### src/rtl/core/lstm_cell_state_update_unit_macros.svh
// ----------------------------------------------------------------------------
// LSTM cell state update unit: assertion macros
// Shared concurrent assertion forms. All of them use clk_i and rst_ni.
// ----------------------------------------------------------------------------
`ifndef LSTM_CELL_STATE_UPDATE_UNIT_MACROS_SVH
`define LSTM_CELL_STATE_UPDATE_UNIT_MACROS_SVH

// The condition holds at every rising clock edge outside reset.
`define LCSU_ASSERT(lbl, cond, msg) \
  lbl: assert property (@(posedge clk_i) disable iff (!rst_ni) (cond)) else $error(msg);

// The antecedent implies the consequent in the next cycle.
`define LCSU_ASSERT_NEXT(lbl, ante, cons, msg) \
  lbl: assert property (@(posedge clk_i) disable iff (!rst_ni) (ante) |=> (cons)) \
    else $error(msg);

`endif

### src/rtl/core/lcsu_pkg.sv
// ----------------------------------------------------------------------------
// LSTM cell state update unit: package
// Format constants and the tanh magnitude table.
// ----------------------------------------------------------------------------
`default_nettype none

package lcsu_pkg;

  localparam int ELEMENTS           = 4096;
  localparam int FRAC_BITS          = 12;
  localparam int TANH_TABLE_ENTRIES = 256;

  localparam int ADDR_W    = $clog2(ELEMENTS);
  localparam int IDX_W     = 12;
  localparam int DATA_W    = 16;
  localparam int CONT_W    = 13;
  localparam int CONT_ONE  = 4096;
  localparam int HID_W     = 14;
  localparam int GATE_W    = FRAC_BITS + 1;
  localparam int ACT_W     = FRAC_BITS + 2;
  localparam int LUT_IDX_W = $clog2(TANH_TABLE_ENTRIES);
  localparam int LUT_SHIFT = 15 - LUT_IDX_W;

  // Half the width of one magnitude bin, as a real value.
  localparam real TANH_HALF_BIN = (2.0 ** (14 - FRAC_BITS)) / real'(TANH_TABLE_ENTRIES);

  typedef logic [FRAC_BITS:0] tanh_lut_t [TANH_TABLE_ENTRIES];

  // Entry k holds tanh at the midpoint of magnitude bin k, rounded to FRAC_BITS.
  function automatic tanh_lut_t build_tanh_lut();
    tanh_lut_t lut;
    real       t;
    real       v;
    for (int k = 0; k < TANH_TABLE_ENTRIES; k++) begin
      t      = real'(2 * k + 1) * TANH_HALF_BIN;
      v      = $floor($tanh(t) * (2.0 ** FRAC_BITS) + 0.5);
      lut[k] = (FRAC_BITS + 1)'($rtoi(v));
    end
    return lut;
  endfunction

  localparam tanh_lut_t TANH_LUT = build_tanh_lut();

endpackage

`default_nettype wire

### src/rtl/core/lcsu_tanh.sv
// ----------------------------------------------------------------------------
// LSTM cell state update unit: tanh lookup
// Maps a signed Q3.12 value to tanh by a magnitude table and restores the sign.
// ----------------------------------------------------------------------------
`default_nettype none

module lcsu_tanh (
  input  logic signed [lcsu_pkg::DATA_W-1:0] x_i,
  output logic signed [lcsu_pkg::ACT_W-1:0]  y_o
);
  import lcsu_pkg::*;

  logic [DATA_W-1:0]       mag;
  logic [DATA_W-1:0]       idx_full;
  logic [LUT_IDX_W-1:0]    idx;
  logic signed [ACT_W-1:0] pos;

  always_comb begin
    mag      = x_i[DATA_W-1] ? DATA_W'(-x_i) : DATA_W'(x_i);
    idx_full = mag >> LUT_SHIFT;
    if (idx_full >= DATA_W'(TANH_TABLE_ENTRIES)) begin
      idx = '1;
    end else begin
      idx = idx_full[LUT_IDX_W-1:0];
    end
    pos = signed'(ACT_W'(TANH_LUT[idx]));
    y_o = x_i[DATA_W-1] ? -pos : pos;
  end

endmodule

`default_nettype wire
### config.mk
export PLATFORM = sky130hd
export DESIGN_NAME = lcsu_tanh
export DESIGN_NICKNAME = d
export VERILOG_FILES = /design/src/rtl/core/lstm_cell_state_update_unit_macros.svh /design/src/rtl/core/lcsu_pkg.sv /design/src/rtl/core/lcsu_tanh.sv
export SDC_FILE = /design/constraint.sdc
export NUM_CORES = 1
export LEC_CHECK = 0
export ABC_AREA = 1
export BUFFER_PORTS_ARGS = -buffer_cell sky130_fd_sc_hd__buf_2
export CAP_MARGIN = 20
export CELL_PAD_IN_SITES_DETAIL_PLACEMENT = 0
export CELL_PAD_IN_SITES_GLOBAL_PLACEMENT = 1
export CORE_ASPECT_RATIO = 0.8
export CORE_MARGIN = 5
export CORE_UTILIZATION = 38
export DETAILED_ROUTE_END_ITERATION = 12
export GPL_ROUTABILITY_DRIVEN = 1
export GPL_TIMING_DRIVEN = 1
export PLACE_DENSITY_LB_ADDON = 0.1
export SETUP_SLACK_MARGIN = 0.3
export SLEW_MARGIN = 10
export SYNTH_ARGS = -nofsm -noshare
export SYNTH_HDL_FRONTEND = slang
export SYNTH_SLANG_ARGS = --single-unit
### constraint.sdc
create_clock -name vclk -period 3.58
set_clock_uncertainty 0.15 [all_clocks]
set_input_delay 0.358 -clock vclk [all_inputs]
set_output_delay 0.358 -clock vclk [all_outputs]
set_load 0.01 [all_outputs]
* Word-level counts from Yosys, hierarchy flattened
Memory sizes are Yosys's and may differ from the RTL's.
Index checks and enable logic that the tools add are counted.
Widths: inputs -> output; s select.
** Operators by class
- Muxes and demuxes :: 5
- $lt $le $gt $ge :: 2
- Add/sub/neg operators :: 2
- Bitwise operators :: 1
** Operators with widths (count)
- $mux 13 :: 2
- $ge 9x9->1 const B :: 2
- $mux 16 :: 1
- $neg 16->16 :: 1
- $mux 14 :: 1
- $neg 13->14 :: 1
- $not 8->9 :: 1
- $mux 8 :: 1
** Storage, ports and cells
- Logic and storage cells :: 11
- Register bits after elaboration :: 0
- ROM bits :: 3328
- Memories kept :: 1
** Memory list
- (no name shown) :: words 256, width 13, rd ports 1, clocked after memory_dff 0, wr ports 0, line lcsu_tanh.sv:26 : pos = signed'(ACT_W'(TANH_LUT[idx]));

* Longest topological paths before layout
Gate-level depths: netlist (run 1).
- Word-level depth :: 10
- Mapped depth :: 30
- Gate-level depth less buffers :: 30

* Worst setup path after synthesis (run 1)
Ideal clock, no wire load.
- Kind :: in2out
- Start point :: input x_i[6] in the netlist's numbering
- End point :: output y_o[12] in the netlist's numbering
- Stages :: 22
- Arrival :: 3.124 ns
- Slack :: -0.052 ns
- Cells stage by stage :: nor2_1 -> nand2_1 -> nor2_4 -> nand3_4 -> buf_6 -> nand2_4 -> ha_1 -> inv_1 -> ha_1 -> o21ai_0 -> nand2_1 -> nor2_1 -> nand2_1 -> nand3_1 -> nand2_1 -> a21boi_0 -> ha_1 -> nand2_1 -> nor2_4 -> nand3_1 -> nand2_1 -> xor2_1
** On the way
- Cells in the longest elaborated chain, start to end :: 10
** RTL lines
- from (decl) :: line lcsu_tanh.sv:8 : input logic signed [lcsu_pkg::DATA_W-1:0] x_i,
- $neg 16->16 * :: line lcsu_tanh.sv:19 : mag = x_i[DATA_W-1] ? DATA_W'(-x_i) : DATA_W'(x_i);
- $mux 16 * :: line lcsu_tanh.sv:19
- $ge 9x9->1 :: line lcsu_tanh.sv:21 : if (idx_full >= DATA_W'(TANH_TABLE_ENTRIES)) begin
- $mux 8 * :: line lcsu_tanh.sv:21
- $not 8->9 (implied by the code) * :: line lcsu_tanh.sv:26
- $mem_v2 256x13 *
- $mux 13 (implied by the code) * (2 in series) :: line lcsu_tanh.sv:26
- $neg 13->14 :: line lcsu_tanh.sv:27 : y_o = x_i[DATA_W-1] ? -pos : pos;
- $mux 14 * :: line lcsu_tanh.sv:27
- to (decl) :: line lcsu_tanh.sv:9 : output logic signed [lcsu_pkg::ACT_W-1:0] y_o
Mark *: on every way between the ends. The rest lies on a longest branch, timed or not. The select of a mux whose other input is x is not followed.

* Worst setup path in the final report (run 1)
- Start point :: input x_i[9] in the netlist's numbering
- End point :: output y_o[10] in the netlist's numbering
** On the way
- Cells in the longest elaborated chain, start to end :: 10
** RTL lines (line)
- $neg 16->16 :: lcsu_tanh.sv:19
- $mux 16 * :: lcsu_tanh.sv:19
- $ge 9x9->1 :: lcsu_tanh.sv:21
- $mux 8 * :: lcsu_tanh.sv:21
- $not 8->9 (implied by the code) * :: lcsu_tanh.sv:26
- $mem_v2 256x13 *
- $mux 13 (implied by the code) * (2 in series) :: lcsu_tanh.sv:26
- $neg 13->14 :: lcsu_tanh.sv:27
- $mux 14 * :: lcsu_tanh.sv:27
Marked as above.

==> results of run 1 <==
logic make-up after synthesis:
kind of cell | share of synthesized area [%]
and+or+nand+nor | 67.9
buffers and inverters | 13.0
AOI/OAI and AO/OA | 11.4
adders and majority gates | 5.71
xor gates and xnor gates | 2.00
worst min-delay path, cell delays in order:
cell and delay (ns):
buf_2 0.08, o21ai_0 0.07, nand2_1 0.08, buf_4 0.13, nand3_2 0.08, nand2_2 0.08, xor2_2 0.06, buf_2 0.13
synthesized netlist by cell type, drive strengths merged:
cell    count  share of area (%)
nand2     213                 32
ha         12                5.7
nand3      87                 20
a21oi      24                5.4
inv        50                7.2
a31oi       2               0.48
a21boi      1               0.29
nor3        1               0.19
buf        20                5.8
o211ai      2               0.57
nor2       55                 12
nand4      11                2.6
o21ai      22                4.3
o31ai       1               0.29
nand3b      2               0.57
xnor2       3                1.0
xor2        3                1.0
per-stage QoR:
stage	area [sq um]	utilization, %	hold slack, ns	setup TNS [ns]
6_report	4710	69.1	1.28	-1.16
5_1_grt	4710	69.1	1.36	-2.94
4_1_cts	4240	62.1	1.28	-0.377
3_5_place_dp	3760	55.0	1.30	-1.27
3_3_place_gp	3760	55.0	1.29	-1.03
2_1_floorplan	2710	-	0.946	0
per-layer routing:
| layer | vias to the layer above | share of wire (%) | GRT usage [%] |
|---|---|---|---|
| li1 | 2015 | - | - |
| met1 | 1963 | 44 | 39.2 |
| met2 | 238 | 45 | 43.7 |
| met3 | 47 | 7.8 | 2.08 |
| met4 | 0 | 3.8 | 7.88 |
| met5 | - | 0 | 0 |
power groups by stage:
stage	combinational, mW	clock (mW)	sequential [mW]
detailed placement	0.769	0	0
global route	1.08	0	0
CTS	0.860	0	0
floorplan	0.463	0	0
global placement	0.767	0	0
finish	1.00	0	0
cells in the final DEF, fill, tap and decap left out, types with 2 or more instances in the layout:
master | synthesis | routed
buf_4 | 4 | 136
o21ai_1 | 5 | 10
a31oi_1 | 2 | 2
ha_1 | 12 | 5
nand3_2 | 10 | 21
inv_4 | 1 | 3
nor2_1 | 36 | 26
nand4_1 | 11 | 11
nand3_4 | 4 | 11
nand2_2 | 9 | 28
buf_2 | 7 | 22
nor2_2 | 8 | 8
o21ai_0 | 16 | 8
nor2_4 | 11 | 21
a21oi_2 | 3 | 7
inv_2 | 7 | 12
xor2_1 | 3 | 2
nand3b_1 | 2 | 2
buf_12 | 1 | 2
a21oi_1 | 20 | 16
buf_6 | 5 | 34
ha_4 | 0 | 6
nand2_1 | 201 | 169
inv_1 | 42 | 35
nand2_8 | 1 | 2
nand2_4 | 2 | 14
o21ai_2 | 1 | 3
xnor2_1 | 3 | 2
o211ai_1 | 2 | 2
nand3_1 | 73 | 57
area by class of cell:
type	count	area, sq um	area share, %
Inverter	50	195	4.14
Multi-Input combinational cell	441	2810	59.7
Tap cell	87	109	2.31
Timing Repair Buffer	196	1590	33.8
final timing paths:
check | startpoint | to | slack [ns] | cells after the start
worst max-delay path | x_i[9] | y_o[10] | -0.18 | 28
worst min-delay path | x_i[14] | y_o[12] | 1.28 | 8
what timing repair did:
action,in CTS,in global routing
pin swaps,44,55
buffers inserted,26,14
gates cloned,2,1
endpoints found under the hold margin,0,0
endpoints found under the setup margin,12,12
resized for setup,67,85
==> metrics, run 1 <==
largest net degree at the start of global routing 20; Comb pwr share 100.0%; failing checks negative setup slack; f_max 266 MHz; I/O pin cnt 30; Hold Buf Count CTS 0; Seq cells 0; post-route ant nets 0; RSZ-0062 raised after global routing yes; Post-Layout Cell Count 774; share of cells above drive strength 1 between 40% and 50%; # fillers roughly 580; Mapped Area ~2600 sq um; first-pass GRT wire length between 15,000 and 20,000 um; Area Overhead vs Synth 79.1%; IO Port Bufs 30; min Tclk post-route approximately 3.8 ns; DIE HEIGHT 84.4 um; post-synthesis cell count 509; Routability Congestion a little over 1; wirelength, routed roughly 13,000 um; YS warnings 0; dpl hpwl a little over 9000 um; crit start category input pin; Mapped Nets 537; Distinct cells, synth 34; Peak VDD IR between 0.0001 and 0.00015 V; Final nets 717; slowest CP cell nand3_4; Worst EP required 3.07 ns; Post-Syn Area per Cell 5.17 sq um; total number of vias roughly 4.3k; vias per inst 5.51; Switching Fraction a little under three fifths; P_leak between 2 and 2.5 nW; register area 0 sq um; remaining global-route overflow 0; die area 8700 sq um; maxcap violations 0; Critical Path AT around 3.3 ns; Tot GR Track Use 27.4%; remaining routing DRC violations 0; CLK BUF 0; Placed Cells incl. Taps roughly 730; critical path type input pin to primary output; CP Capture Type primary output; Buf+Inv Stages, Crit Path 7; vias in the first global route a little under 4k; Seq pwr share 0%; Die X 103 um; fin crit share 105%; sequential fraction of the synthesis area 0%; CP peak stage delay approximately 0.22 ns; initial antenna violation count 0; worst min path class input pin to primary output; clock share of power 0%; setup violators final 11; Switch Pwr 0.555 mW; CP top delay family simple AND/OR/NAND/NOR gates; Placeable Area 6820 sq um; Worst Tran Pin Value between 0.3 and 0.4 ns; 1st-iter DRT viols roughly 310; Design Power between 0.9 and 1 mW; power density cells about 210 nW/um^2; fin. max-slew vios 0; setup ws final -0.179 ns; DR pass1 iterations 7; # rows 27; Starting Density around two fifths; internal cell power 0.445 mW; status finished with violations; critical-path maximum fanout 8; final count of hold timing violations 0; wire per inst ~16 um; dpl ws -0.240 ns; Slew Limit Headroom between 70% and 80%; ant diodes 0
Note: power is estimated with default switching activity, not from simulation.
==> run 2, diff against run 1 <==
--- a/config.mk
+++ b/config.mk
@@ -6,7 +6,7 @@
 export NUM_CORES = 1
 export LEC_CHECK = 0
 export ABC_AREA = 1
-export BUFFER_PORTS_ARGS = -buffer_cell sky130_fd_sc_hd__buf_2
+export BUFFER_PORTS_ARGS = -buffer_cell sky130_fd_sc_hd__buf_4
 export CAP_MARGIN = 20
 export CELL_PAD_IN_SITES_DETAIL_PLACEMENT = 0
 export CELL_PAD_IN_SITES_GLOBAL_PLACEMENT = 1
==> run 2 against run 1 <==
Effect of this change: the run still ends with negative setup slack left; sequential cell count did not move; wire length rose by 7.2%; combinational power rose by 11%; total power rose by 11%; setup slack improved by 0.12 ns; final cell count rose by 2.1%; maximum frequency rose by 3.4%; global-route usage rose by 2.6 points; die area did not move; non-clock buffer count rose by 16; critical path depth fell by 3; critical endpoint is now y_o[9]; largest cell class unchanged; largest power group unchanged.
==> metrics, run 2 (same netlist as run 1, synthesis figures left out) <==
IO Port Bufs 30 (unchanged); Hold Buf Count CTS 0 (unchanged); Worst Tran Pin Value 0.298 ns (was 0.308 ns); f_max 275 MHz (was 266 MHz); # rows 27 (unchanged); register area 0 sq um (unchanged); CP Capture Type primary output (unchanged); fin crit share 102% (was 105%); DR pass1 iterations 5 (was 7); worst min path class input pin to primary output (unchanged); initial antenna violation count 0 (unchanged); maxcap violations 0 (unchanged); clock share of power 0% (about the same); Routability Congestion 0.973 (was 1.02); Starting Density 38.6% (unchanged); internal cell power 0.515 mW (was 0.445 mW); P_leak 2.63 nW (was 2.50 nW); Seq pwr share 0% (about the same); Tot GR Track Use 30.0% (was 27.4%); wire per inst 17.2 um (was 16.4 um); Final nets 733 (was 717); setup ws final -0.0544 ns (was -0.179 ns); Peak VDD IR 0.000122 V (was 0.000116 V); wirelength, routed 13,600 um (was 12,700 um); critical path type input pin to primary output (unchanged); first-pass GRT wire length 21,000 um (was 19,400 um); launch point of the worst path x_i[12] (was x_i[9]); Worst setup endpoint y_o[9] (was y_o[10]); Slew Limit Headroom 80.1% (was 79.4%); Placeable Area 6820 sq um (unchanged); Multi-input gate area 2930 sq um (was 2810 sq um); dpl hpwl 9270 um (about the same); ant diodes 0 (unchanged); dpl ws -0.265 ns (was -0.240 ns); power density cells 218 nW/um^2 (was 212 nW/um^2); fin. max-slew vios 0 (unchanged); total number of vias 4,283 (was 4,263); die area 8700 sq um (unchanged); largest net degree at the start of global routing 21 (was 20); crit start category input pin (unchanged); vias per inst 5.42 (was 5.51); Die X 103 um (unchanged); Comb pwr share 100.0% (about the same); DIE HEIGHT 84.4 um (unchanged); final count of hold timing violations 0 (unchanged); Switching Fraction 53.6% (was 55.5%); post-route ant nets 0 (unchanged); vias in the first global route 4,149 (was 3,951); Area Overhead vs Synth 93.6% (was 79.1%); Seq cells 0 (unchanged); Critical Path AT 3.13 ns (was 3.25 ns); remaining global-route overflow 0 (unchanged); CLK BUF 0 (unchanged); share of cells above drive strength 1 54.6% (was 49.3%); Design Power 1.11 mW (was 1.00 mW); most common cell after layout, fill and taps aside buf_4 (was nand2_1); setup violators final 7 (was 11); RSZ-0062 raised after global routing yes (unchanged); remaining routing DRC violations 0 (unchanged); # fillers 538 (was 581); I/O pin cnt 30 (unchanged); Worst EP required 3.07 ns (about the same); 1st-iter DRT viols 390 (was 312); min Tclk post-route 3.63 ns (was 3.76 ns); Switch Pwr 0.595 mW (was 0.555 mW); critical-path maximum fanout 5 (was 8); most frequent cells in the layout buf_4, nand2_1, nand3_1 (was nand2_1, buf_4, nand3_1); status finished with violations (unchanged); failing checks negative setup slack (unchanged)
run 2: changes by cell type in the layout (fill, tap and decap cells not counted), sizes merged:
cell    delta
nor2       +1
buf       +15
nand3      -1
bufbuf     +1
run 2: through the flow:
step	instance area (sq um)	cells	util [%]	hold slack (ns)	TNS, ns
after detailed placement	3930	737	57.5	1.29	-1.55
final	5090	790	74.7	1.26	-0.241
after CTS	4700	775	68.8	1.28	-0.0209
after floorplan	2710	509	-	0.946	0
after global placement	3930	737	57.5	1.29	-0.849
after global routing	5090	790	74.7	1.29	-2.00
run 2: layer usage:
metal | share of wire (%) | global-route usage [%]
met5 | 0 | 0
met1 | 41 | 42.5
met4 | 4.2 | 7.29
met3 | 9.2 | 3.24
met2 | 45 | 48.1
run 2: power by group through the flow:
stage / Combinational, mW / Sequential (mW) / Clock (mW)
floorplan: 0.463 / 0 / 0
global placement: 0.820 / 0 / 0
detailed placement: 0.823 / 0 / 0
CTS: 0.989 / 0 / 0
global route: 1.18 / 0 / 0
finish: 1.11 / 0 / 0
run 2: how the worst min path moves through the flow:
stage                     startpoint  endpoint  slack, ns  depth (start not counted)
final                        x_i[15]   y_o[13]       1.26                          6
after global routing         x_i[15]   y_o[13]       1.29                          6
after CTS                    x_i[14]   y_o[12]       1.28                          8
after detailed placement     x_i[14]   y_o[12]       1.29                          8
after global placement       x_i[14]   y_o[12]       1.29                          8
after floorplan              x_i[15]    y_o[8]       0.95                          3
run 2: critical path, cell delays in order:
cell       delay (ns)
buf_4            0.11
inv_1            0.09
nand3_2          0.09
nor2_2           0.16
nand3_4          0.12
buf_4            0.16
bufbuf_16        0.26
nand3_4          0.12
buf_4            0.16
nand2_2          0.10
nand3_1          0.17
o21ai_1          0.11
nand2_1          0.09
nand3_1          0.13
nand2_1          0.09
nand2_1          0.05
nand2_1          0.10
nand3_1          0.09
nor2_2           0.12
nand3_2          0.12
nand2_1          0.08
nand2_1          0.05
nand2_1          0.06
inv_2            0.03
buf_6            0.11
run 2: layout make-up:
type	instances	share of cell area, %
multi-input cells	441	57.5
inverters	50	4.08
repair buffers	212	36.3
well taps	87	2.14
run 2: repair_timing:
action | CTS | global route
buffers inserted | 36 | 13
gates cloned | 2 | 2
gates resized for setup | 118 | 74
endpoints found under the setup margin | 12 | 13
pin swaps | 75 | 60
hold endpoints to repair | 0 | 0
